`config.mk`:
```
export PLATFORM = sky130hd
export DESIGN_NAME = field_split_base64_decoder
export DESIGN_NICKNAME = d
export VERILOG_FILES = /design/src/design/fsb64_pkg.sv /design/src/design/field_split_base64_decoder.sv
export SDC_FILE = /design/constraint.sdc
export NUM_CORES = 1
export LEC_CHECK = 0
export ABC_AREA = 1
export ABC_CLOCK_PERIOD_IN_PS = 19200
export BUFFER_PORTS_ARGS = -buffer_cell sky130_fd_sc_hd__buf_2
export CAP_MARGIN = 15
export CORE_MARGIN = 10
export CORE_UTILIZATION = 35
export CTS_CLUSTER_DIAMETER = 120
export CTS_CLUSTER_SIZE = 30
export DETAILED_ROUTE_END_ITERATION = 7
export PLACE_DENSITY_LB_ADDON = 0.08
export SKIP_CTS_REPAIR_TIMING = 1
export SYNTH_ARGS = -nofsm -noshare
export SYNTH_HDL_FRONTEND = slang
export SYNTH_SLANG_ARGS = --single-unit
```
`constraint.sdc`:
```
create_clock -name i_clk -period 19.2 [get_ports i_clk]
set_input_delay 0.96 -clock i_clk [delete_from_list [all_inputs] [get_ports i_clk]]
set_output_delay 0.96 -clock i_clk [all_outputs]
set_load 0.01 [all_outputs]
```
`src/design/fsb64_pkg.sv`:
```
// Shared constants, types and symbol lookup for the field-split base64 decoder.
package fsb64_pkg;

    localparam int FIELD_BYTES = 64;
    localparam int MAX_FIELDS  = 15;
    localparam int FPOS_W      = $clog2(FIELD_BYTES);

    localparam int BUNDLE_DEPTH = 4;
    localparam int PTR_W        = $clog2(BUNDLE_DEPTH);
    localparam int CNT_W        = $clog2(BUNDLE_DEPTH + 1);

    localparam logic [6:0] PAD_SYM = 7'd64;

    typedef enum logic [0:0] {
        CFG_NUM_FIELDS  = 1'b0,
        CFG_MAX_PAYLOAD = 1'b1
    } t_cfg_idx;

    typedef enum logic [2:0] {
        KIND_FIELD_BYTE = 3'd0,
        KIND_FIELD_END  = 3'd1,
        KIND_PAYLOAD    = 3'd2,
        KIND_DONE       = 3'd3,
        KIND_ERROR      = 3'd4
    } t_kind;

    typedef enum logic [2:0] {
        ERR_FIELDS_INCOMPLETE = 3'd0,
        ERR_FIELD_LONG        = 3'd1,
        ERR_AFTER_PAD         = 3'd2,
        ERR_BAD_CHAR          = 3'd3,
        ERR_BAD_PAD           = 3'd4,
        ERR_TOO_LARGE         = 3'd5,
        ERR_TRUNCATED         = 3'd6
    } t_err;

    typedef struct packed {
        t_kind      kind;
        logic [3:0] field_index;
        logic [7:0] data_byte;
        t_err       error_code;
    } t_result;

    // All results caused by one input beat; len is used only by a done result.
    typedef struct packed {
        logic [1:0]  cnt;
        t_result [2:0] res;
        logic [23:0] len;
    } t_bundle;

    // Bit 7 set: not a base64 symbol. Otherwise the 6-bit value, or PAD_SYM.
    function automatic logic [7:0] sym_value(input logic [7:0] c);
        logic [7:0] v;
        v = 8'hFF;
        if (c inside {["A":"Z"]}) begin
            v = c - 8'd65;
        end else if (c inside {["a":"z"]}) begin
            v = c - 8'd97 + 8'd26;
        end else if (c inside {["0":"9"]}) begin
            v = c - 8'd48 + 8'd52;
        end else if (c inside {"+", "-"}) begin
            v = 8'd62;
        end else if (c inside {"/", "_"}) begin
            v = 8'd63;
        end else if (c == "=") begin
            v = {1'b0, PAD_SYM};
        end
        return v;
    endfunction

endpackage

```
`src/design/field_split_base64_decoder.sv`:
```
// Top level: field splitter and base64 decoder with a result bundle queue.
// Flow: a beat is registered, decoded from the input register and pushed as one bundle into
// the queue; the head of the queue drives the outputs.
// Throughput: one beat per cycle while the queue has room; a beat with k results offers them
// in turn, and a 4-deep bundle queue absorbs bursts before the input stalls.
// Reset: synchronous, active low; clears request state and queue, one text field, 64 KiB cap.
module field_split_base64_decoder (
    input  logic        i_clk,
    input  logic        i_rst_n,
    input  logic        i_in_valid,
    output logic        o_in_stall,
    input  logic [7:0]  i_in_byte,
    input  logic        i_end_of_input,
    output logic        o_out_valid,
    input  logic        i_out_stall,
    output logic [2:0]  o_out_kind,
    output logic [3:0]  o_field_index,
    output logic [7:0]  o_data_byte,
    output logic [2:0]  o_error_code,
    output logic [23:0] o_payload_length,
    output logic        o_last_of_item,
    input  logic        i_cfg_valid,
    output logic        o_cfg_ready,
    input  logic [0:0]  i_cfg_index,
    input  logic [23:0] i_cfg_data
);

    typedef enum logic [1:0] {
        PH_FIELDS  = 2'd0,
        PH_PAYLOAD = 2'd1,
        PH_DROP    = 2'd2
    } t_phase;

    // configuration
    logic [3:0]  r_num_fields;
    logic [23:0] r_max_payload;

    // input register
    logic        r_in_vld;
    logic [7:0]  r_in_byte;
    logic        r_in_eoi;

    // request state
    t_phase                   r_phase, n_phase;
    logic [3:0]               r_cur_field, n_cur_field;
    logic [fsb64_pkg::FPOS_W-1:0] r_field_pos, n_field_pos;
    logic [1:0]               r_sym_held, n_sym_held;
    logic [2:0][6:0]          r_held, n_held;
    logic                     r_pad_seen, n_pad_seen;
    logic [23:0]              r_decoded, n_decoded;

    // bundle queue
    fsb64_pkg::t_bundle r_fifo [fsb64_pkg::BUNDLE_DEPTH];
    logic [fsb64_pkg::PTR_W-1:0] r_wr_ptr, r_rd_ptr;
    logic [fsb64_pkg::CNT_W-1:0] r_count;
    logic [1:0]                  r_sub;

    fsb64_pkg::t_bundle bnd;
    fsb64_pkg::t_bundle head;
    fsb64_pkg::t_result head_res;
    logic in_acc, proc, push, out_acc, pop, can_push;

    assign o_cfg_ready = 1'b1;

    // ---------------- decode of the registered beat ----------------
    always_comb begin
        logic [3:0]  fc;
        logic [7:0]  sv;
        logic [6:0]  v, s0, s1, s2;
        logic [2:0][7:0] bytes;
        logic [1:0]  wants, nok, nemit;
        logic        ok0, ok1, ok2, short_cap;
        logic [24:0] dec_ext, max_ext;

        n_phase     = r_phase;
        n_cur_field = r_cur_field;
        n_field_pos = r_field_pos;
        n_sym_held  = r_sym_held;
        n_held      = r_held;
        n_pad_seen  = r_pad_seen;
        n_decoded   = r_decoded;
        bnd         = '0;

        fc = r_num_fields;
        if (fc == 4'd0) begin
            fc = 4'd1;
        end else if ({28'd0, fc} > fsb64_pkg::MAX_FIELDS) begin
            fc = 4'(fsb64_pkg::MAX_FIELDS);
        end

        sv = fsb64_pkg::sym_value(r_in_byte);
        v  = sv[6:0];
        s0 = r_held[0];
        s1 = r_held[1];
        s2 = r_held[2];
        bytes[0] = {s0[5:0], s1[5:4]};
        bytes[1] = {s1[3:0], s2[5:2]};
        bytes[2] = {s2[1:0], v[5:0]};

        dec_ext = {1'b0, r_decoded};
        max_ext = {1'b0, r_max_payload};
        ok0 = dec_ext < max_ext;
        ok1 = (dec_ext + 25'd1) < max_ext;
        ok2 = (dec_ext + 25'd2) < max_ext;
        nok = ok2 ? 2'd3 : (ok1 ? 2'd2 : (ok0 ? 2'd1 : 2'd0));
        if (s2 == fsb64_pkg::PAD_SYM) begin
            wants = 2'd1;
        end else if (v == fsb64_pkg::PAD_SYM) begin
            wants = 2'd2;
        end else begin
            wants = 2'd3;
        end
        short_cap = nok < wants;
        nemit     = short_cap ? nok : wants;

        if (r_in_eoi) begin
            case (r_phase)
                PH_FIELDS: begin
                    bnd.cnt               = 2'd1;
                    bnd.res[0].kind       = fsb64_pkg::KIND_ERROR;
                    bnd.res[0].error_code = fsb64_pkg::ERR_FIELDS_INCOMPLETE;
                end
                PH_PAYLOAD: begin
                    bnd.cnt = 2'd1;
                    if (r_sym_held != 2'd0) begin
                        bnd.res[0].kind       = fsb64_pkg::KIND_ERROR;
                        bnd.res[0].error_code = fsb64_pkg::ERR_TRUNCATED;
                    end else begin
                        bnd.res[0].kind = fsb64_pkg::KIND_DONE;
                        bnd.len         = r_decoded;
                    end
                end
                default: begin
                end
            endcase
            // start a new request
            n_phase     = PH_FIELDS;
            n_cur_field = '0;
            n_field_pos = '0;
            n_sym_held  = '0;
            n_held      = '0;
            n_pad_seen  = 1'b0;
            n_decoded   = '0;
        end else begin
            case (r_phase)
                PH_FIELDS: begin
                    bnd.cnt = 2'd1;
                    if (r_in_byte == ",") begin
                        bnd.res[0].kind        = fsb64_pkg::KIND_FIELD_END;
                        bnd.res[0].field_index = r_cur_field;
                        n_cur_field            = r_cur_field + 4'd1;
                        n_field_pos            = '0;
                        if (n_cur_field >= fc) begin
                            n_phase = PH_PAYLOAD;
                        end
                    end else if (r_field_pos ==
                                 fsb64_pkg::FPOS_W'(fsb64_pkg::FIELD_BYTES - 1)) begin
                        bnd.res[0].kind       = fsb64_pkg::KIND_ERROR;
                        bnd.res[0].error_code = fsb64_pkg::ERR_FIELD_LONG;
                        n_phase               = PH_DROP;
                    end else begin
                        bnd.res[0].kind        = fsb64_pkg::KIND_FIELD_BYTE;
                        bnd.res[0].field_index = r_cur_field;
                        bnd.res[0].data_byte   = r_in_byte;
                        n_field_pos            = r_field_pos + fsb64_pkg::FPOS_W'(1);
                    end
                end
                PH_PAYLOAD: begin
                    if (r_in_byte inside {8'd32, [8'd9:8'd13]}) begin
                        // skip whitespace
                    end else if (r_pad_seen) begin
                        bnd.cnt               = 2'd1;
                        bnd.res[0].kind       = fsb64_pkg::KIND_ERROR;
                        bnd.res[0].error_code = fsb64_pkg::ERR_AFTER_PAD;
                        n_phase               = PH_DROP;
                    end else if (sv[7]) begin
                        bnd.cnt               = 2'd1;
                        bnd.res[0].kind       = fsb64_pkg::KIND_ERROR;
                        bnd.res[0].error_code = fsb64_pkg::ERR_BAD_CHAR;
                        n_phase               = PH_DROP;
                    end else if (r_sym_held != 2'd3) begin
                        n_held[r_sym_held] = v;
                        n_sym_held         = r_sym_held + 2'd1;
                    end else begin
                        n_sym_held = 2'd0;
                        if (s0 == fsb64_pkg::PAD_SYM || s1 == fsb64_pkg::PAD_SYM ||
                            (s2 == fsb64_pkg::PAD_SYM && v != fsb64_pkg::PAD_SYM)) begin
                            bnd.cnt               = 2'd1;
                            bnd.res[0].kind       = fsb64_pkg::KIND_ERROR;
                            bnd.res[0].error_code = fsb64_pkg::ERR_BAD_PAD;
                            n_phase               = PH_DROP;
                        end else begin
                            for (int k = 0; k < 3; k++) begin
                                if (2'(k) < nemit) begin
                                    bnd.res[k].kind      = fsb64_pkg::KIND_PAYLOAD;
                                    bnd.res[k].data_byte = bytes[k];
                                end
                            end
                            n_decoded = r_decoded + {22'd0, nemit};
                            if (short_cap) begin
                                // cap hit: error follows the bytes already sent
                                bnd.res[nemit].kind       = fsb64_pkg::KIND_ERROR;
                                bnd.res[nemit].error_code = fsb64_pkg::ERR_TOO_LARGE;
                                bnd.cnt                   = nemit + 2'd1;
                                n_phase                   = PH_DROP;
                            end else begin
                                bnd.cnt = nemit;
                                if (wants != 2'd3) begin
                                    n_pad_seen = 1'b1;
                                end
                            end
                        end
                    end
                end
                default: begin
                    // drop bytes until end of input
                end
            endcase
        end
    end

    // ---------------- handshakes ----------------
    assign head     = r_fifo[r_rd_ptr];
    assign head_res = head.res[r_sub];

    assign o_out_valid = r_count != '0;
    assign out_acc     = o_out_valid && !i_out_stall;
    assign pop         = out_acc && (r_sub == head.cnt - 2'd1);
    assign can_push    = (r_count != fsb64_pkg::CNT_W'(fsb64_pkg::BUNDLE_DEPTH)) || pop;
    assign proc        = r_in_vld && can_push;
    assign push        = proc && (bnd.cnt != 2'd0);
    assign o_in_stall  = r_in_vld && !can_push;
    assign in_acc      = i_in_valid && !o_in_stall;

    assign o_out_kind       = head_res.kind;
    assign o_field_index    = head_res.field_index;
    assign o_data_byte      = head_res.data_byte;
    assign o_error_code     = head_res.error_code;
    assign o_payload_length = (head_res.kind == fsb64_pkg::KIND_DONE) ? head.len : 24'd0;
    assign o_last_of_item   = o_out_valid && (r_sub == head.cnt - 2'd1);

    // ---------------- registers ----------------
    always_ff @(posedge i_clk) begin
        if (in_acc) begin
            r_in_byte <= i_in_byte;
            r_in_eoi  <= i_end_of_input;
        end
        if (push) begin
            r_fifo[r_wr_ptr] <= bnd;
        end
        if (!i_rst_n) begin
            r_num_fields  <= 4'd1;
            r_max_payload <= 24'h010000;
            r_in_vld      <= 1'b0;
            r_phase       <= PH_FIELDS;
            r_cur_field   <= '0;
            r_field_pos   <= '0;
            r_sym_held    <= '0;
            r_held        <= '0;
            r_pad_seen    <= 1'b0;
            r_decoded     <= '0;
            r_wr_ptr      <= '0;
            r_rd_ptr      <= '0;
            r_count       <= '0;
            r_sub         <= '0;
        end else begin
            if (i_cfg_valid && o_cfg_ready) begin
                case (i_cfg_index)
                    fsb64_pkg::CFG_NUM_FIELDS:  r_num_fields  <= i_cfg_data[3:0];
                    fsb64_pkg::CFG_MAX_PAYLOAD: r_max_payload <= i_cfg_data;
                    default: begin
                    end
                endcase
            end
            if (in_acc) begin
                r_in_vld <= 1'b1;
            end else if (proc) begin
                r_in_vld <= 1'b0;
            end
            if (proc) begin
                r_phase     <= n_phase;
                r_cur_field <= n_cur_field;
                r_field_pos <= n_field_pos;
                r_sym_held  <= n_sym_held;
                r_held      <= n_held;
                r_pad_seen  <= n_pad_seen;
                r_decoded   <= n_decoded;
            end
            if (push) begin
                r_wr_ptr <= r_wr_ptr + fsb64_pkg::PTR_W'(1);
            end
            if (pop) begin
                r_rd_ptr <= r_rd_ptr + fsb64_pkg::PTR_W'(1);
                r_sub    <= '0;
            end else if (out_acc) begin
                r_sub <= r_sub + 2'd1;
            end
            case ({push, pop})
                2'b10:   r_count <= r_count + fsb64_pkg::CNT_W'(1);
                2'b01:   r_count <= r_count - fsb64_pkg::CNT_W'(1);
                default: r_count <= r_count;
            endcase
        end
    end

endmodule

```
==> flow_metrics.env <==
export IMPL_number_of_enable_type_register_cells_in_the_synthesized_netlist=265
export IMPL_setup_repair_after_global_routing_missed_its_margin="no"
export IMPL_detail_route_wirelength_um=55600
export IMPL_initialDrtViolationCount=1137
export IMPL_grt_start_max_net_pins=83
export IMPL_port_buffers=83
export IMPL_worst_endpoint_arrival_ns=7.09
export IMPL_worstPathRequired_ns=19.36
export IMPL_numCtsBuffers=16
export IMPL_global_route_overflow_total=0
export IMPL_initial_cell_density_of_the_core_pct=35.2
export IMPL_setup_total_negative_slack_ns=0
export IMPL_holdWs_ns=0.471
export IMPL_h_tree_depth=1
export IMPL_syn_nets=2226
export IMPL_worst_pin_slew_ns=1.10
export IMPL_pwr_share_comb_pct=15.9
export IMPL_route_antenna_remaining_nets=0
export IMPL_layout_area_overhead_vs_synth_pct=8.52
export IMPL_tritoncts_num_sinks=365
export IMPL_synth_cells=2084
export IMPL_report_final_setup_viol=0
export IMPL_slowest_delay_ns=0.72
export IMPL_clk_root_buffer_cell="clkbuf_16"
export IMPL_post_synth_instance_area_mm2=0.0189
export IMPL_number_of_antenna_violations_at_the_first_check_in_global_routing=2
export IMPL_finClkSkew_ns=0.0409
export IMPL_path_clk_slew_ns=0.12
export IMPL_die_height_um=252
export IMPL_critical_path_max_fanout=51
export IMPL_nFillCells=5487
export IMPL_clock_fmax_mhz=144
export IMPL_timing_final_crit_share_pct=36.1
export IMPL_number_of_max_cap_violations=0
export IMPL_dr_total_vias=14500
export IMPL_area_of_the_die_mm2=0.0636
export IMPL_report_final_hold_viol_count=0
export IMPL_drcViolationCount=0
export IMPL_static_leakage_power_nw=8.00
export IMPL_first_global_vias=14000
export IMPL_num_nets_final=2267
export IMPL_power_switching_share_pct=28.9
export IMPL_power_clock_fraction_pct=27.5
export IMPL_synth_ff_type="edfxtp_1"
export IMPL_syn_area_per_cell_um2=9.06
export IMPL_cts_tree="yes"
export IMPL_design_portCount=85
export IMPL_fp_row_count=85
export IMPL_seqPwrFrac_pct=56.5
export IMPL_yosys_warns=0
export IMPL_synth_seq_area_share_pct=52.8
export IMPL_core_area_mm2=0.0536
export IMPL_power_density_cell_area_mw_per_mm2=76.2
export IMPL_cts_path_max_buffers=3
export IMPL_routed_via_density=5.11
export IMPL_postSynthRegisterBits=365
export IMPL_class_of_the_tightest_hold_or_removal_check="reg -> reg"
export IMPL_worst_ir_drop_vdd_uv=46.9
export IMPL_dp_hpwl_um=38800
export IMPL_setup_reg_to_reg_worst_slack_ns=12.27
export IMPL_critPathCaptureType="register"
export IMPL_clk_insertion_delay_late_ns=0.55
export IMPL_period_needed_ns=6.93
export IMPL_avgRoutedWirePerCell_um=19.6
export IMPL_gp_congestion=0.958
export IMPL_critPathSlowestCell="buf_4"
export IMPL_slew_limit_headroom_pct=26.0
export IMPL_die_outline_width_um=252
export IMPL_synthArstFlopShare_pct=0
export IMPL_outcome="complete, no violations"
export IMPL_grt_util_all_layers_pct=17.1
export IMPL_critical_setup_path_kind="reg -> reg"
export IMPL_internal_power_w=0.00111
export IMPL_yosysUniqueCellTypes=57
export IMPL_first_pass_iters=6
export IMPL_worstSetupStartpointType="register"
export IMPL_grt_first_pass_wirelength_um=85400
export IMPL_timing_final_max_slew_violations=0
export IMPL_power_switching_w=0.000451
export IMPL_layout_drive_gt1_share_pct=9.41
## cell usage in the layout, fill, tap and decap left out, types with 11 or more instances in the layout
master	count
nand2_1	293
o21ai_0	184
inv_2	14
clkbuf_16	17
buf_2	83
o22ai_1	33
inv_1	190
o21ai_1	11
ha_1	101
nor4_1	12
nand2_2	20
xor2_1	46
o21a_1	12
a21oi_1	166
nand3_1	84
nand4_1	26
buf_4	18
nor2_4	12
nor3_1	30
nor2_1	333
edfxtp_1	265
dfxtp_1	98
## through the flow
| step | area [um^2] | utilization, % | total power (W) | setup slack [ns] | cells |
|---|---|---|---|---|---|
| 5_1_grt | 20500 | 38.2 | 0.00164 | 11.70 | 2831 |
| 3_3_place_gp | 20000 | 37.3 | 0.00115 | 12.44 | 2803 |
| 3_5_place_dp | 20000 | 37.3 | 0.00115 | 12.36 | 2803 |
| 4_1_cts | 20500 | 38.2 | 0.00159 | 12.28 | 2831 |
| 2_1_floorplan | 18900 | - | 0.00106 | 11.71 | 2084 |
| 6_report | 20500 | 38.2 | 0.00156 | 12.27 | 2833 |
## kinds of logic (layout without fill, tap and decap cells)
logic type	count (synthesis)	in the layout	share of synthesized area (%)
other cells	1	3	0.0199
xor+xnor	49	49	2.27
buf+inv	287	338	5.99
fa+ha+maj	103	103	6.91
simple gates	838	838	19.4
compound gates	441	441	12.7
flops	365	365	52.8
## synth_stat cells, types with 2 or more instances
library cell	number	share of area, %
a31o_2	2	0.093
o21bai_1	2	0.079
nor3_1	30	0.80
o21ai_0	184	4.9
nor2_2	8	0.27
xor2_1	46	2.1
nor4_1	12	0.40
nor2_8	2	0.21
buf_2	6	0.16
nand3b_1	2	0.079
fa_1	2	0.21
o21a_1	12	0.48
ha_1	101	6.7
a21oi_2	4	0.19
clkbuf_1	61	1.2
buf_6	4	0.24
nand2_1	293	5.8
nand4_1	26	0.86
o211a_1	2	0.11
a211oi_1	4	0.16
edfxtp_1	265	42
a31oi_1	6	0.20
clkinv_1	3	0.060
a21oi_1	166	4.4
inv_1	191	3.8
nand3_1	84	2.2
nor2_4	8	0.48
nand3_2	3	0.16
nand2_2	20	0.66
nor2_1	337	6.7
nor3_2	3	0.16
nand2_4	4	0.24
o32ai_1	2	0.093
inv_2	15	0.30
a21o_1	4	0.16
buf_1	2	0.040
xnor2_1	3	0.14
o21ai_1	11	0.29
buf_4	4	0.16
o22ai_1	33	1.1
dfxtp_1	100	11
a2111oi_0	2	0.093
## path summary, 6_finish.rpt
check / startpoint / to / depth (start not counted)
worst min-delay path: r_held[9] / r_held[9] / 2
worst max-delay path: r_decoded[16] / r_fifo[0][36] / 29
worst min register to register: r_held[9] / r_held[9] / 2
worst max register to register: r_decoded[16] / r_fifo[0][36] / 29
## per-layer routing
| metal | wire length (um) | up-vias | GRT usage [%] |
|---|---|---|---|
| met2 | 25100 | 288 | 27.3 |
| met3 | 2280 | 30 | 1.74 |
| met4 | 576 | 0 | 2.65 |
| li1 | - | 7167 | - |
| met1 | 27700 | 6994 | 25.0 |
| met5 | 0 | - | 0 |
## registers in the layout, summed over array words and instances (netlist names), named ones only
register and count:
r_in_eoi 1, r_fifo 256, r_in_byte 8, r_sym_held 2
r_num_fields 4, r_pad_seen 1, r_in_vld 1, r_phase 2
r_decoded 24, r_rd_ptr 2, r_max_payload 24, r_count 3
r_wr_ptr 2, r_held 21, r_field_pos 6, r_sub 2
r_cur_field 4
## final cells by class
cell class,instances,area [um^2],share of cell area [%]
clock inverters,3,36.3,0.177
flip-flops and latches,365,9960,48.6
repair buffers,101,551,2.69
inverters,209,786,3.84
diodes,2,5.00,0.0244
multi-input cells,1432,7820,38.2
well taps,696,871,4.25
clock buffers,25,455,2.22
## critical path: cells and delay by family, from the launching register on
family,cells,cell delay (ns)
compound gates,3,0.81
buf+inv,5,1.30
fa+ha+maj,3,0.84
flops,1,0.43
simple gates,17,2.88
xor+xnor,1,0.22
## power groups by stage
| stage | Sequential [W] | Clock, W | Combinational [W] |
|---|---|---|---|
| 2_1_floorplan | 0.000891 | 0 | 0.000168 |
| 5_1_grt | 0.000886 | 0.000473 | 0.000282 |
| 3_5_place_dp | 0.000901 | 0 | 0.000254 |
| 3_3_place_gp | 0.000901 | 0 | 0.000253 |
| 4_1_cts | 0.000883 | 0.000450 | 0.000255 |
| 6_report | 0.000883 | 0.000430 | 0.000249 |
(Power assumes the default switching activity.)
